## src/hdl/rgp_pkg.sv

```systemverilog
// ----------------------------------------------------------------------------
// rgp_pkg: shared types and constants for the radial gradient pixel unit
// Word structs, register indexes and pipeline widths.
// ----------------------------------------------------------------------------
`default_nettype none
package rgp_pkg;
   localparam int CoordBits     = 12;
   localparam int FracBits      = 16;
   localparam int IntensityMax  = 255;
   localparam int SqBits        = 32;
   localparam int RootPairs     = SqBits / 2 + FracBits;   // 32 root bits
   localparam int RootBits      = RootPairs;
   localparam int RemBits       = RootBits + 2;
   localparam int RadBits       = 12;                      // r <= 4095
   localparam int QuoBits       = RootBits;                // quotient width
   localparam int SqrtCells     = RootPairs;
   localparam int DivCells      = QuoBits;

   localparam logic [2:0] RegLeft   = 3'd0;
   localparam logic [2:0] RegTop    = 3'd1;
   localparam logic [2:0] RegWidth  = 3'd2;
   localparam logic [2:0] RegHeight = 3'd3;
   localparam logic [2:0] RegMode   = 3'd4;

   typedef struct packed {
      logic [11:0] offset_x;
      logic [11:0] offset_y;
   } req_word_type;

   typedef struct packed {
      logic [12:0] screen_x;
      logic [12:0] screen_y;
      logic [6:0]  green_level;
      logic [7:0]  blue_level;
   } rsp_word_type;

   // side data riding along the pipeline with each pixel
   typedef struct packed {
      logic        valid;
      logic        zero_r;
      logic        mode;
      logic [12:0] screen_x;
      logic [12:0] screen_y;
   } side_type;
endpackage
`default_nettype wire

```

## src/hdl/rgp_div_cell.sv

```systemverilog
// ----------------------------------------------------------------------------
// rgp_div_cell: one step of the restoring divide root / radius
// Brings in one dividend bit and produces one quotient bit.
// ----------------------------------------------------------------------------
`default_nettype none
module rgp_div_cell
   import rgp_pkg::*;
(
   input  wire logic                  clock,
   input  wire logic                  reset,
   input  wire side_type              side_in,
   input  wire logic [RootBits-1:0]   num_in,
   input  wire logic [RadBits:0]      rem_in,
   input  wire logic [RadBits-1:0]    rad_in,
   output side_type                   side_out,
   output logic [RootBits-1:0]        num_out,
   output logic [RadBits:0]           rem_out,
   output logic [RadBits-1:0]         rad_out
);
   side_type             side_ff;
   logic [RootBits-1:0]  num_ff, num_in_w;
   logic [RadBits:0]     rem_ff, rem_in_w, rem_sh;
   logic [RadBits-1:0]   rad_ff;

   // num holds remaining dividend bits high, quotient bits enter low
   always_comb begin
      rem_sh = {rem_in[RadBits-1:0], num_in[RootBits-1]};
      if (rem_sh >= {1'b0, rad_in}) begin
         rem_in_w = rem_sh - {1'b0, rad_in};
         num_in_w = {num_in[RootBits-2:0], 1'b1};
      end else begin
         rem_in_w = rem_sh;
         num_in_w = {num_in[RootBits-2:0], 1'b0};
      end
   end

   always_ff @(posedge clock) begin
      if (reset) begin
         side_ff.valid <= 1'b0;
      end else begin
         side_ff.valid <= side_in.valid;
      end
      side_ff.zero_r   <= side_in.zero_r;
      side_ff.mode     <= side_in.mode;
      side_ff.screen_x <= side_in.screen_x;
      side_ff.screen_y <= side_in.screen_y;
      num_ff <= num_in_w;
      rem_ff <= rem_in_w;
      rad_ff <= rad_in;
   end

   assign side_out = side_ff;
   assign num_out  = num_ff;
   assign rem_out  = rem_ff;
   assign rad_out  = rad_ff;
endmodule
`default_nettype wire

```

## config.mk

```make
export PLATFORM = sky130hd
export DESIGN_NAME = rgp_div_cell
export DESIGN_NICKNAME = d
export VERILOG_FILES = /design/src/hdl/rgp_pkg.sv /design/src/hdl/rgp_div_cell.sv
export SDC_FILE = /design/constraint.sdc
export NUM_CORES = 1
export LEC_CHECK = 0
export BUFFER_PORTS_ARGS = -buffer_cell sky130_fd_sc_hd__buf_2
export CORE_ASPECT_RATIO = 2
export CORE_MARGIN = 1
export CORE_UTILIZATION = 35
export DETAILED_ROUTE_END_ITERATION = 8
export PLACE_DENSITY_LB_ADDON = 0.1
export REMOVE_ABC_BUFFERS = 1
export SLEW_MARGIN = 15
export SYNTH_ARGS = -nofsm -noshare
export SYNTH_HDL_FRONTEND = slang
export SYNTH_SLANG_ARGS = --single-unit
```

## constraint.sdc

```tcl
create_clock -name clock -period 7.51 [get_ports clock]
set_input_delay 1.502 -clock clock [delete_from_list [all_inputs] [get_ports clock]]
set_output_delay 1.502 -clock clock [all_outputs]
set_load 0.01 [all_outputs]
```

==> out/results.env <==
RUN_STATUS='complete, no violations'
TIMING.HOLD.WORST.CLASS='in2reg'
SYNTHESIZED_FLOP_AND_LATCH_TOTAL=86
FINALNETCOUNT=481
SYN_INST=198
FINALWORSTPATHREQUIREDPERIOD_PS=3420
DRIVE_GT1_FRAC=0.514
POWER_PER_CELL_AREA_nW_PER_UM2=285
AREA_DELTA_SYNTH_FINAL_PCT=49.0
CRITPATHMOSTFREQUENTCELL='sky130_fd_sc_hd__a31o_1'
RSZ_0062_RAISED_AFTER_GLOBAL_ROUTING='no'
P_SW_FRAC=0.228
CP.BUFFERS_INVERTERS=2
FIN_WS_PS=4090
CTS-HTREE-LEVELS=3
WORST_EP_REQUIRED_TIME_PS=7730
PLACE_WS_PS=3680
FIN_TOTAL_PWR_mW=1.09
TIMING.CRITICAL_PATH.FANOUT_MAX=12
FLOORPLAN.INITIALDENSITY=0.366
YS.WARNINGS.COUNT=0
SYNTHESIS.AREA_PER_INSTANCE_SQ_UM=13.0
FINAL_COMMON_CELL='sky130_fd_sc_hd__buf_2'
CLK_PIN_SLEW_WORST_PATHS_PS=60
NUM_VIAS=2017
FIRST_GLOBAL_VIAS=1918
CLKSINKCOUNT=86
FIN_HOLD_VIOLS=0
POST_CTS_REPAIR_RESIZE_COUNT=0
AVGROUTEDWIREPERCELL_UM=12.3
WORSTSETUPSTARTPOINTTYPE='input pin'
YOSYS.AREA.TOP_TYPE_SHARE=0.668
CRIT_PATH_TOP_DELAY_CELL='sky130_fd_sc_hd__ha_1'
INITIAL_ANTENNA_VIOLATION_COUNT=0
CTS.HOLD.BUFFERS_ADDED=0
ANTENNA_CELLS_INSERTED=0
CAP_VIOLATIONS=0
GRT_START_MAX_NET_PINS=15
CELLINTERNALPOWER_mW=0.845
MAX_SLEW.WORST_PIN.SLEW_PS=465
PWR-SHARE-SEQ=0.455
CTS_TREE='built'
POWER_SWITCHING_mW=0.249
TIMING.CRITICAL_PATH.MAX_DELAY_FAMILY='simple AND/OR/NAND/NOR gates'
WIRELENGTH_UM=5820
DIE_OUTLINE_AREA_SQ_UM=7730
CTSROOTBUFFERMASTER='sky130_fd_sc_hd__clkbuf_16'
CRIT_PATH_END_KIND='flop'
CTS_MAX_PATH_BUFFERS=2
ANT_NETS=0
SLEW-LIMIT-HEADROOM=0.687
DIE_OUTLINE_WIDTH_UM=62.7
CRITICAL_PATH.CELL_CHAIN='buf_2, inv_1, ha_1, nand3_2, or3_1, a31o_1, a31o_1, nand2_2, mux2_2'
PLACEDCELLCOUNT=459
POST_CTS_BUFFERS=0
FINALINSTANCEAREA_SQ_UM=3840
FIN_TNS_SETUP_PS=0
DP_HPWL_UM=4660
GLOBAL_ROUTE.OVERFLOW_TOTAL=0
PLACE.GP.CONGESTION=0.752
LAYOUT.CELLS.NON_FILLER=475
STATIC-LEAKAGE-POWER_nW=1.98
SYNTH-SEQ-AREA-SHARE=0.668
GRT_FIRST_PASS_WIRELENGTH_UM=8740
TOP_CELLS_BY_AREA_IN_THE_SYNTHESIZED_NETLIST='sky130_fd_sc_hd__dfxtp_1, sky130_fd_sc_hd__ha_1, sky130_fd_sc_hd__mux2_4'
DETAILEDROUTE.FIRSTITERATIONVIOLATIONS=76
LIBRARY_CELL_OCCUPYING_THE_MOST_AREA_IN_THE_POST_SYNTHESIS_NETLIST='sky130_fd_sc_hd__dfxtp_1'
FP.DIEH_UM=123
FINAL-SETUP-VIOL-COUNT=0
NUMPORTBUFFERS=172
DRT_PASS1_ITERATIONS=4
PLACEMENT_STAGE_CELL_AREA_SQ_UM=3530
TIMING_WORST_SETUP_PATH_TYPE='in2reg'
DRV_SLEW=0
COMMONEST_CELLS_AFTER_ROUTING_FILL_AND_TAPS_ASIDE='sky130_fd_sc_hd__buf_2, sky130_fd_sc_hd__dfxtp_1, sky130_fd_sc_hd__inv_1'
IO_COUNT=174
FMAX_MHz=292
CORE.ROWCOUNT=43
IR_WORST_VDD_mV=0.152
WORSTPATHARRIVAL_PS=3640
NUMBER_OF_BUFFERS_CREATED_BY_CTS=9
POWER_FRAC_CLOCK=0.408
FINALCRITPERIODSHARE=0.455
DETAIL_ROUTE.DRC_VIOLATIONS=0
CRITICAL-PATH-MAX-STAGE-DELAY_PS=390
COMBINATIONAL_SHARE_OF_POWER=0.137
DRT-VIAS-PER-INSTANCE=4.25
FIN_UTIL=0.545
HOLD_WS_PS=1270
FLOORPLAN.CORE_AREA_SQ_UM=7050
GR-USAGE-ALL-LAYERS=0.153
NETLIST_CELL_TYPES=37
SYN-CELL-AREA_SQ_UM=2580
cell usage after synthesis:
library cell,number
sky130_fd_sc_hd__nand3b_1,1
sky130_fd_sc_hd__a21oi_1,4
sky130_fd_sc_hd__a31o_1,2
sky130_fd_sc_hd__or3_1,1
sky130_fd_sc_hd__a21o_1,1
sky130_fd_sc_hd__xnor2_1,7
sky130_fd_sc_hd__mux2i_1,2
sky130_fd_sc_hd__o21bai_1,2
sky130_fd_sc_hd__mux2_2,2
sky130_fd_sc_hd__and3_1,1
sky130_fd_sc_hd__a211oi_1,4
sky130_fd_sc_hd__mux2_4,7
sky130_fd_sc_hd__nand2_2,1
sky130_fd_sc_hd__nor4_1,1
sky130_fd_sc_hd__nor2b_1,5
sky130_fd_sc_hd__o2bb2ai_1,1
sky130_fd_sc_hd__fa_1,1
sky130_fd_sc_hd__a311o_1,1
sky130_fd_sc_hd__nor3_1,2
sky130_fd_sc_hd__nand2_1,3
sky130_fd_sc_hd__nor2_1,10
sky130_fd_sc_hd__nand3_1,2
sky130_fd_sc_hd__o31a_1,2
sky130_fd_sc_hd__o21a_1,4
sky130_fd_sc_hd__o31ai_1,1
sky130_fd_sc_hd__ha_1,12
sky130_fd_sc_hd__nand3_2,1
sky130_fd_sc_hd__o211a_1,1
sky130_fd_sc_hd__nor4b_1,1
sky130_fd_sc_hd__a21boi_0,1
sky130_fd_sc_hd__dfxtp_1,86
sky130_fd_sc_hd__o21ai_0,6
sky130_fd_sc_hd__buf_12,1
sky130_fd_sc_hd__o41ai_1,1
sky130_fd_sc_hd__a31oi_1,2
sky130_fd_sc_hd__a2111oi_0,1
sky130_fd_sc_hd__inv_1,17
final timing paths:
path   startpoint      endpoint  slack (ps)  cells after the start
min   side_in[26]  side_out[26]        1270                      1
max     rad_in[8]    rem_out[3]        4090                      9
kinds of logic after synthesis:
family	Yosys count	share of synthesized area
and+or+nand+nor	29	0.0587
adders and majority gates	13	0.0660
DFF	86	0.668
muxes	11	0.0573
xor gates and xnor gates	7	0.0238
AOI/OAI and AO/OA	34	0.0937
buffers and inverters	18	0.0325
metal layers:
| metal | vias to the layer above | GRT usage | part of all wire |
|---|---|---|---|
| met3 | 9 | 0.0627 | 0.065 |
| met5 | - | 0 | 0 |
| met1 | 883 | 0.133 | 0.33 |
| li1 | 1040 | - | - |
| met2 | 85 | 0.291 | 0.58 |
| met4 | 0 | 0.0828 | 0.020 |
power by group through the flow:
stage | sequential (mW) | combinational (mW) | clock, mW
floorplan | 0.528 | 0.0639 | 0
global placement | 0.507 | 0.150 | 0
detailed placement | 0.508 | 0.152 | 0
CTS | 0.498 | 0.152 | 0.458
global route | 0.501 | 0.165 | 0.475
finish | 0.498 | 0.150 | 0.446
final cells by class:
type | instances | area [sq um]
flip-flops and latches | 86 | 1720
fillers | 671 | 3210
well taps | 90 | 113
clock inverters | 4 | 52.6
repair buffers | 172 | 861
multi-input cells | 94 | 772
inverters | 17 | 63.8
clock buffers | 12 | 256
registers in the layout, indices dropped and copies added, names as in the netlist:
| register | cells |
|---|---|
| num_out | 32 |
| rad_out | 12 |
| rem_out | 13 |
| side_out | 29 |
Power figures use the tool's default switching activity.
