<file path="config.mk">
export PLATFORM = sky130hd
export DESIGN_NAME = rgp_sqrt_cell
export DESIGN_NICKNAME = d
export VERILOG_FILES = /design/src/hdl/rgp_pkg.sv /design/src/hdl/rgp_sqrt_cell.sv
export SDC_FILE = /design/constraint.sdc
export NUM_CORES = 1
export LEC_CHECK = 0
export BUFFER_PORTS_ARGS = -buffer_cell sky130_fd_sc_hd__buf_2
export CAP_MARGIN = 20
export CORE_MARGIN = 1.5
export CORE_UTILIZATION = 30
export DETAILED_ROUTE_END_ITERATION = 7
export GPL_TIMING_DRIVEN = 0
export HOLD_SLACK_MARGIN = 0.02
export PLACE_DENSITY = 0.69
export SETUP_SLACK_MARGIN = 0.5
export SYNTH_ARGS = -nofsm -noshare
export SYNTH_HDL_FRONTEND = slang
export SYNTH_SLANG_ARGS = --single-unit
</file>
<file path="constraint.sdc">
create_clock -name clock -period 2.55 [get_ports clock]
set_input_delay 0.255 -clock clock [delete_from_list [all_inputs] [get_ports clock]]
set_output_delay 0.255 -clock clock [all_outputs]
set_load 0.02 [all_outputs]
</file>
<file path="src/hdl/rgp_pkg.sv">
// ----------------------------------------------------------------------------
// rgp_pkg: shared types and constants for the radial gradient pixel unit
// Word structs, register indexes and pipeline widths.
// ----------------------------------------------------------------------------
`default_nettype none
package rgp_pkg;
   localparam int CoordBits     = 12;
   localparam int FracBits      = 16;
   localparam int IntensityMax  = 255;
   localparam int SqBits        = 32;
   localparam int RootPairs     = SqBits / 2 + FracBits;   // 32 root bits
   localparam int RootBits      = RootPairs;
   localparam int RemBits       = RootBits + 2;
   localparam int RadBits       = 12;                      // r <= 4095
   localparam int QuoBits       = RootBits;                // quotient width
   localparam int SqrtCells     = RootPairs;
   localparam int DivCells      = QuoBits;

   localparam logic [2:0] RegLeft   = 3'd0;
   localparam logic [2:0] RegTop    = 3'd1;
   localparam logic [2:0] RegWidth  = 3'd2;
   localparam logic [2:0] RegHeight = 3'd3;
   localparam logic [2:0] RegMode   = 3'd4;

   typedef struct packed {
      logic [11:0] offset_x;
      logic [11:0] offset_y;
   } req_word_type;

   typedef struct packed {
      logic [12:0] screen_x;
      logic [12:0] screen_y;
      logic [6:0]  green_level;
      logic [7:0]  blue_level;
   } rsp_word_type;

   // side data riding along the pipeline with each pixel
   typedef struct packed {
      logic        valid;
      logic        zero_r;
      logic        mode;
      logic [12:0] screen_x;
      logic [12:0] screen_y;
   } side_type;
endpackage
`default_nettype wire

</file>
<file path="src/hdl/rgp_sqrt_cell.sv">
// ----------------------------------------------------------------------------
// rgp_sqrt_cell: one digit step of the restoring square root
// Consumes one bit pair of the scaled square and produces one root bit.
// ----------------------------------------------------------------------------
`default_nettype none
module rgp_sqrt_cell
   import rgp_pkg::*;
(
   input  wire logic                  clock,
   input  wire logic                  reset,
   input  wire side_type              side_in,
   input  wire logic [SqBits-1:0]     sq_in,
   input  wire logic [RemBits-1:0]    rem_in,
   input  wire logic [RootBits-1:0]   root_in,
   input  wire logic [RadBits-1:0]    rad_in,
   output side_type                   side_out,
   output logic [SqBits-1:0]          sq_out,
   output logic [RemBits-1:0]         rem_out,
   output logic [RootBits-1:0]        root_out,
   output logic [RadBits-1:0]         rad_out
);
   side_type              side_ff;
   logic [SqBits-1:0]     sq_ff;
   logic [RemBits-1:0]    rem_ff, rem_sh, trial, rem_in_w;
   logic [RootBits-1:0]   root_ff, root_in_w;
   logic [RadBits-1:0]    rad_ff;

   // sq shifts left two bits per cell; its top pair is this digit
   always_comb begin
      rem_sh = {rem_in[RemBits-3:0], sq_in[SqBits-1 -: 2]};
      trial  = {root_in, 2'b01};
      if (rem_sh >= trial) begin
         rem_in_w  = rem_sh - trial;
         root_in_w = {root_in[RootBits-2:0], 1'b1};
      end else begin
         rem_in_w  = rem_sh;
         root_in_w = {root_in[RootBits-2:0], 1'b0};
      end
   end

   always_ff @(posedge clock) begin
      if (reset) begin
         side_ff.valid <= 1'b0;
      end else begin
         side_ff.valid <= side_in.valid;
      end
      side_ff.zero_r   <= side_in.zero_r;
      side_ff.mode     <= side_in.mode;
      side_ff.screen_x <= side_in.screen_x;
      side_ff.screen_y <= side_in.screen_y;
      sq_ff   <= {sq_in[SqBits-3:0], 2'b00};
      rem_ff  <= rem_in_w;
      root_ff <= root_in_w;
      rad_ff  <= rad_in;
   end

   assign side_out = side_ff;
   assign sq_out   = sq_ff;
   assign rem_out  = rem_ff;
   assign root_out = root_ff;
   assign rad_out  = rad_ff;
endmodule
`default_nettype wire

</file>
==> summary.md, run 1 <==
| Metric | Value |
|---|---|
| Status | finished, final reports clean |
| CORE AREA | 16800 um^2 |
| H-tree levels | 4 |
| Critical Path Source | rem_in[29] |
| Worst-path cell chain | buf_2 > ha_1 > a2111oi_1 > nand3_1 > a22oi_1 > a21boi_2 > buf_6 > buf_6 > nor3b_2 > a21o_1 |
| Post-synth EDFFs | 0 |
| Compound-Gate Fraction of Synth Area | 18.2% |
| Cell area after placement | approximately 7100 um^2 |
| Largest family of logic cells by synthesized area | compound AO/OA/AOI/OAI gates |
| Crit Path Max Fanout | 6 |
| CP max stage delay | about 0.49 ns |
| Post-synthesis adder-cell area fraction | approximately 8% |
| Pin count of the biggest net entering global routing | 17 |
| Area grow syn2layout | 77.5% |
| RSZ-0062 raised after global routing | true |
| Number of global-route vias before repair | 5357 |
| Die Y | approximately 130 um |
| Max IR drop VDD | roughly 0.42 mV |
| Final hold vios | 0 |
| Most frequent cells in the layout | buf_2 (268), dfxtp_1 (137), dlygate4sd3_1 (102) |
| DRT antenna net count | 0 |
| Netlist cell types | 60 |
| Ports | 280 |
| Post-route setup slack | 0.470 ns |
| Filler cell count | around 1500 |
| Yosys Warn Count | 0 |
| Gpl congestion | 0.822 |
| CP most frequent cell | buf_6 |
| Worst Setup Start Kind | primary input |
| Share of cells above drive strength 1 | ~43% |
| Simple-gate share of the synthesized area | between 10% and 20% |
| Leakage | about 4.4 nW |
| CTS tree | done |
| Tot Pwr | around 0.0065 W |
| Initial antenna violation count | 1 |
| Die area | roughly 18000 um^2 |
| Mapped Cells | 524 |
| Max-Cap Viols | 0 |
| Cell area after synthesis | 5200 um^2 |
| F_max | about 480 MHz |
| Via-per-instance ratio | 4.53 |
| Remaining global-route overflow | 0 |
| Worst EP required | around 2.9 ns |
| Drt wl/cell | roughly 15 um |
| Async SR Flop Fraction | 0% |
| Num CTS Buffers | 17 |
| Minimum clock period | approximately 2.1 ns |
| HPWL Detailed | around 12000 um |
| Drt pass-1 iters | 4 |
| Final-report max-slew violation count | 0 |
| I/O Buffers | around 280 |
| Slowest-stage cell, CP | a2111oi_1 |
| Clock sink count | ~140 |
| Root buffer cell | clkbuf_16 |
| Drt drc | 0 |
| Mean Syn Cell Area | 9.93 um^2 |
| Clk buf depth | 2 |
| Setup TNS | 0 ns |
| First-pass GRT wire length | 26700 um |
| DP Worst Slack | -0.207 ns |
| Multiplexer share of the synthesized area | 0% |
| Final setup viols | 0 |
| DR vias | around 5300 |
| Area leader, netlist | dfxtp_1 |
| Synth area leaders | dfxtp_1 (53%), ha_1 (8.2%), nand2_1 (3.8%) |
| Initial Util | between 30% and 40% |
| Hold path startpoint | side_in[28] |
| Top FF cell, synth | dfxtp_1 |
| Share of the yosys chip area belonging to registers | 52.7% |
| Fin area | between 9000 and 10000 um^2 |
| Worst-path clk slew | 0.06 ns |
| Nets@finish | roughly 1100 |
| PD cells | between 700 and 800 nW/um^2 |
| Min-Delay Path Class | in -> reg |
| Proportion of netlist area held by the largest area contributor | between 50% and 60% |
| Post-synthesis xor/xnor area fraction | ~4.5% |
| Setup crit end kind | flip-flop |
| DR iter-0 viols | about 180 |
| Num rows | 47 |
| Die width | ~130 um |
| GRT Total Usage | 19.1% |
| Crit share post-route | roughly 82% |
| Most common cell after layout, fill and taps aside | buf_2 |
| CP Data Arrival Time | around 2.4 ns |
| Crit path kind | in -> reg |
| Number of synthesized register bits | ~140 |
| Routed wire length | 17800 um |
[cells in the mapped netlist (6+ instances only)]
master	instances
clkbuf_1	6
xor2_1	13
nand2_1	53
inv_1	49
nand4_1	7
xnor2_1	14
a21oi_1	36
nor2_1	21
o21bai_1	6
a21o_1	11
nand3_1	11
o21ai_0	30
ha_1	34
o21ai_1	16
dfxtp_1	137
[path summary, 6_finish.rpt]
check                                      to  depth (start not counted)
worst max-delay path       rem_out[9]$_DFF_P_                         10
worst min-delay path  side_out[28]$_SDFF_PP0_                          2
[sequential cells by signal, indices dropped and copies added (netlist names)]
register,cells
side_out,29
rem_out,34
root_out,32
rad_out,12
sq_out,30
[per-stage QoR]
step           utilization, %  hold WS [ns]  cells
2_1_floorplan               -         0.283    525
3_3_place_gp             42.3         0.357   1020
3_5_place_dp             42.3         0.359   1020
4_1_cts                  53.4        0.0299   1168
5_1_grt                  55.1        0.0392   1179
6_report                 55.1        0.0471   1179
[report_power, final]
| part | internal, W | switching [W] | total (W) |
|---|---|---|---|
| combinational | 0.000740 | 0.000916 | 0.00166 |
| sequential | 0.00233 | 0.0000447 | 0.00237 |
| clock | 0.00141 | 0.00104 | 0.00245 |
[per-layer routing]
layer | share of wire, % | GRT usage, % | wire [um]
met2 | 52 | 34.8 | 9230
met4 | 2.2 | 8.24 | 389
met5 | 0 | 0 | 0
met1 | 40 | 20.6 | 7060
met3 | 6.5 | 5.44 | 1160
[cells by family after synthesis]
logic type,after synthesis
flip-flops,137
buffers and inverters,64
XOR/XNOR,27
other,1
AO/OA/AOI/OAI,144
AND/OR/NAND/NOR,117
adder cells (fa/ha/maj),34
[cell type report]
cell class | instances | area (um^2) | share of cell area [%]
Multi-Input combinational cell | 324 | 2580 | 28.0
Clock inverter | 14 | 153 | 1.65
Sequential cell | 137 | 2740 | 29.7
Buffer | 15 | 149 | 1.61
Clock buffer | 18 | 439 | 4.76
Antenna cell | 1 | 2.50 | 0.0271
Tap cell | 220 | 275 | 2.98
Inverter | 49 | 216 | 2.34
Timing Repair Buffer | 401 | 2670 | 29.0
[worst max-delay path: cells and delay by family]
family          cells  cell delay (ns)
compound gates      4             1.10
buf+inv             3             0.43
simple gates        2             0.21
fa+ha+maj           1             0.38
[timing repair]
action | CTS | global route
setup buffers | 13 | 9
gates cloned | 1 | 1
hold buffers | 102 | 0
hold endpoints to repair | 102 | 0
pin swaps | 26 | 26
setup endpoints to repair | 34 | 34
gates resized for setup | 34 | 49
Note: power is estimated with default switching activity, not from simulation.
==> run 2, diff against run 1 <==
--- a/config.mk
+++ b/config.mk
@@ -5,6 +5,7 @@
 export SDC_FILE = /design/constraint.sdc
 export NUM_CORES = 1
 export LEC_CHECK = 0
+export ABC_AREA = 1
 export BUFFER_PORTS_ARGS = -buffer_cell sky130_fd_sc_hd__buf_2
 export CAP_MARGIN = 20
 export CORE_MARGIN = 1.5
@@ -12,7 +13,7 @@
 export DETAILED_ROUTE_END_ITERATION = 7
 export GPL_TIMING_DRIVEN = 0
 export HOLD_SLACK_MARGIN = 0.02
-export PLACE_DENSITY = 0.69
+export PLACE_DENSITY = 0.7
 export SETUP_SLACK_MARGIN = 0.5
 export SYNTH_ARGS = -nofsm -noshare
 export SYNTH_HDL_FRONTEND = slang
==> constraint.sdc (replaced) <==
create_clock -name clock -period 1.8 [get_ports clock]
set_input_delay 0.18 -clock clock [delete_from_list [all_inputs] [get_ports clock]]
set_output_delay 0.18 -clock clock [all_outputs]
set_load 0.02 [all_outputs]
==> run 2 against run 1 <==
  * Final area up 19%
  * Sequential cell count did not move
  * Synthesized cell count is 47% higher
  * Sequential power increased by 42%
  * Combinational power rose by 66%
  * Worst hold slack improved by 0.0014 ns
  * Sequential share of layout area fell by 4.7 points
  * Routed wire length increased by 24%
  * Count of clock-buffer cells in the layout fell by 1
  * Clock power up 51%
  * Largest power group unchanged
==> summary.md, run 2 <==
| Metric | Value |
|---|---|
| Status | finished, final reports clean (unchanged) |
| DR iter-0 viols | 261 (was 179) |
| Crit path kind | in -> reg (unchanged) |
| NetSw | 0.00316 W (was 0.00200 W) |
| CTS tree | done (unchanged) |
| Slowest-stage cell, CP | ha_4 (was a2111oi_1) |
| PD cells | 893 nW/um^2 (was 702 nW/um^2) |
| Die width | 143 um (was 135 um) |
| CP max stage delay | 0.29 ns (was 0.49 ns) |
| Initial Util | 31.0% (about the same) |
| Most common cell after layout, fill and taps aside | buf_2 (unchanged) |
| Die Y | 143 um (was 135 um) |
| Post-route setup slack | 0.301 ns (was 0.470 ns) |
| RSZ-0062 raised after global routing | true (unchanged) |
| Comb power frac | 28.1% (was 25.5%) |
| Num CTS Buffers | 17 (unchanged) |
| Nets@finish | 1419 (was 1120) |
| Gpl congestion | 0.845 (was 0.822) |
| Mapped Cells | 768 (was 524) |
| Post-synth EDFFs | 0 (unchanged) |
| Multi-input logic area | 3430 um^2 (was 2580 um^2) |
| Yosys Warn Count | 0 (unchanged) |
| HPWL Detailed | 15400 um (was 12200 um) |
| Die area | 20400 um^2 (was 18100 um^2) |
| Worst EP required | 2.10 ns (was 2.85 ns) |
| Netlist cell types | 32 (was 60) |
| Minimum clock period | approximately 1.5 ns |
| Share of the yosys chip area belonging to registers | 46.7% (was 52.7%) |
| Num rows | 50 (was 47) |
| Tot Pwr | 0.00980 W (was 0.00648 W) |
| Crit Path Max Fanout | 8 (was 6) |
| Area grow syn2layout | 86.9% (was 77.5%) |
| F_max | between 600 and 700 MHz |
| Root buffer cell | clkbuf_16 (unchanged) |
| Final-report max-slew violation count | 0 (unchanged) |
| DRT antenna net count | 0 (unchanged) |
| Fin util | 57.9% (was 55.1%) |
| Cell area after synthesis | 5870 um^2 (was 5200 um^2) |
| Filler cell count | 1721 (was 1484) |
| Ports | 280 (unchanged) |
| Fin cells | 1517 (was 1179) |
| CORE AREA | 19000 um^2 (was 16800 um^2) |
| Register Area | 2740 um^2 (unchanged) |
| Area leader, netlist | dfxtp_1 (unchanged) |
| Initial antenna violation count | 1 (unchanged) |
| Cell family with most CP delay | simple AND/OR/NAND/NOR gates (was compound AO/OA/AOI/OAI gates) |
| Min-Delay Path Class | in -> reg (unchanged) |
| Switching Share | 32.3% (was 30.9%) |
| Drt wl/cell | 14.6 um (was 15.1 um) |
| Clk network pwr share | 37.6% (was 37.8%) |
| Worst Setup Start Kind | primary input (unchanged) |
| Async SR Flop Fraction | 0% (unchanged) |
| CP Capture Point | rem_out[19]$_DFF_P_ (was rem_out[9]$_DFF_P_) |
| Remaining global-route overflow | 0 (unchanged) |
| Worst path depth | 15 (was 10) |
| Routed wire length | 22200 um (was 17800 um) |
| Worst-path cell chain | buf_2 > inv_1 > ha_4 > nand2_4 > nor2_4 > nand2_2 > nor2_2 > nand4_1 > nand2_2 > nor2_4 > nand2_8 > clkinv_8 > buf_4 > nand2_1 > nand2_1 (was buf_2 > ha_1 > a2111oi_1 > nand3_1 > a22oi_1 > a21boi_2 > buf_6 > buf_6 > nor3b_2 > a21o_1) |
| Proportion of netlist area held by the largest area contributor | 46.7% (was 52.7%) |
| Synth area leaders | dfxtp_1 (47%), nand2_1 (17%), inv_1 (7.9%) (was dfxtp_1 (53%), ha_1 (8.2%), nand2_1 (3.8%)) |
| DR vias | 6531 (was 5341) |
| Max-Cap Viols | 0 (unchanged) |
| Setup crit end kind | flip-flop (unchanged) |
| Most frequent cells in the layout | buf_2 (257), nand2_1 (203), dfxtp_1 (137) (was buf_2 (268), dfxtp_1 (137), dlygate4sd3_1 (102)) |
| Number of global-route vias before repair | 6500 (was 5357) |
| Max IR drop VDD | 0.665 mV (was 0.425 mV) |
| Number of synthesized register bits | 137 (unchanged) |
| Top FF cell, synth | dfxtp_1 (unchanged) |
| Clock sink count | 137 (unchanged) |
| Final setup viols | 0 (unchanged) |
| DP Worst Slack | -0.523 ns (was -0.207 ns) |
| Critical Path Source | root_in[24] (was rem_in[29]) |
| H-tree levels | 4 (unchanged) |
| WP buf/inv | 4 (was 3) |
| GRT Total Usage | 21.2% (was 19.1%) |
| Share of cells above drive strength 1 | 43.7% (was 43.2%) |
| Pint | 0.00664 W (was 0.00448 W) |
| Synth top cells by count | nand2_1 (259), dfxtp_1 (137), inv_1 (124) (was dfxtp_1 (137), nand2_1 (53), inv_1 (49)) |
| Leakage | 5.59 nW (was 4.41 nW) |
| Placed cells | 1304 (was 1020) |
| Part of the power in registers | 34.3% (was 36.6%) |
| First-pass GRT wire length | 33000 um (was 26700 um) |
| Via-per-instance ratio | 4.31 (was 4.53) |
| I/O Buffers | 275 (unchanged) |
| Max reg flops | 34 (unchanged) |
| # diodes | 0 (was 1) |
| Drt pass-1 iters | 5 (was 4) |
| Final hold vios | 0 (unchanged) |
| Pin count of the biggest net entering global routing | 17 (unchanged) |
| Drt drc | 0 (unchanged) |
| Mean Syn Cell Area | 7.64 um^2 (was 9.93 um^2) |
| Clk buf depth | 2 (unchanged) |
| CP Data Arrival Time | 1.80 ns (was 2.38 ns) |
| Crit share post-route | 83.3% |
| Most common cell in the netlist | nand2_1 (was dfxtp_1) |
| Worst-path clk slew | 0.07 ns (was 0.06 ns) |
-- run 2: per-layer routing --
layer	GRT usage (%)	wire, um	vias to the layer above
li1	-	-	3315
met1	23.7	8950	2927
met2	37.9	11100	238
met3	5.87	1460	49
met4	8.30	619	2
met5	0	9	-
-- run 2: worst min-delay path: stages --
cell	delay [ns]
buf_2	0.14
nand2_4	0.05
nand2_2	0.06
-- run 2: worst min-delay path by stage --
stage / from / to / slack, ns / depth (start not counted)
after global placement: sq_in[4] / sq_out[6]$_DFF_P_ / 0.28 / 1
after floorplan: rad_in[0] / rad_out[0]$_DFF_P_ / 0.21 / 0
after CTS: root_in[19] / root_out[20]$_DFF_P_ / -0.07 / 1
after global routing: rem_in[28] / rem_out[30]$_DFF_P_ / 0.04 / 3
after detailed placement: sq_in[18] / sq_out[20]$_DFF_P_ / 0.28 / 1
final: rem_in[28] / rem_out[30]$_DFF_P_ / 0.05 / 3
-- run 2: final cells by class --
type                            count  share of cell area [%]
Multi-Input combinational cell    499                    31.2
Timing Repair Buffer              456                    29.2
Sequential cell                   137                    25.0
Inverter                          125                    4.89
Clock buffer                       17                    3.88
Tap cell                          260                    2.96
Clock inverter                     15                    1.80
Buffer                              8                    1.07
-- run 2: cell families after synthesis --
group	Yosys count	share of synthesized area [%]
other	1	0.0639
AOI/OAI and AO/OA	47	4.37
and+or+nand+nor	399	29.4
DFF	137	46.7
adders and majority gates	34	7.25
xor gates and xnor gates	17	2.54
buffers and inverters	133	9.70
-- run 2: power by group through the flow --
stage          combinational [W]  sequential, W  clock (W)
2_1_floorplan            0.00108        0.00378          0
3_3_place_gp             0.00217        0.00341          0
3_5_place_dp             0.00218        0.00342          0
4_1_cts                  0.00250        0.00336    0.00378
5_1_grt                  0.00298        0.00338    0.00391
6_report                 0.00275        0.00336    0.00369
-- run 2: repair_timing --
item,CTS,global route
setup buffers,15,30
pin swaps,15,53
endpoints found under the setup margin,35,35
resized for setup,27,89
hold endpoints to repair,130,4
hold buffers,130,4
gates cloned,0,2
-- run 2: through the flow --
step,hold WS [ns],setup TNS (ns),instance area (um^2)
CTS,-0.0713,0,10300
floorplan,0.208,0,6500
global placement,0.282,-7.51,8200
global route,0.0408,0,11000
finish,0.0484,0,11000
detailed placement,0.284,-7.84,8200
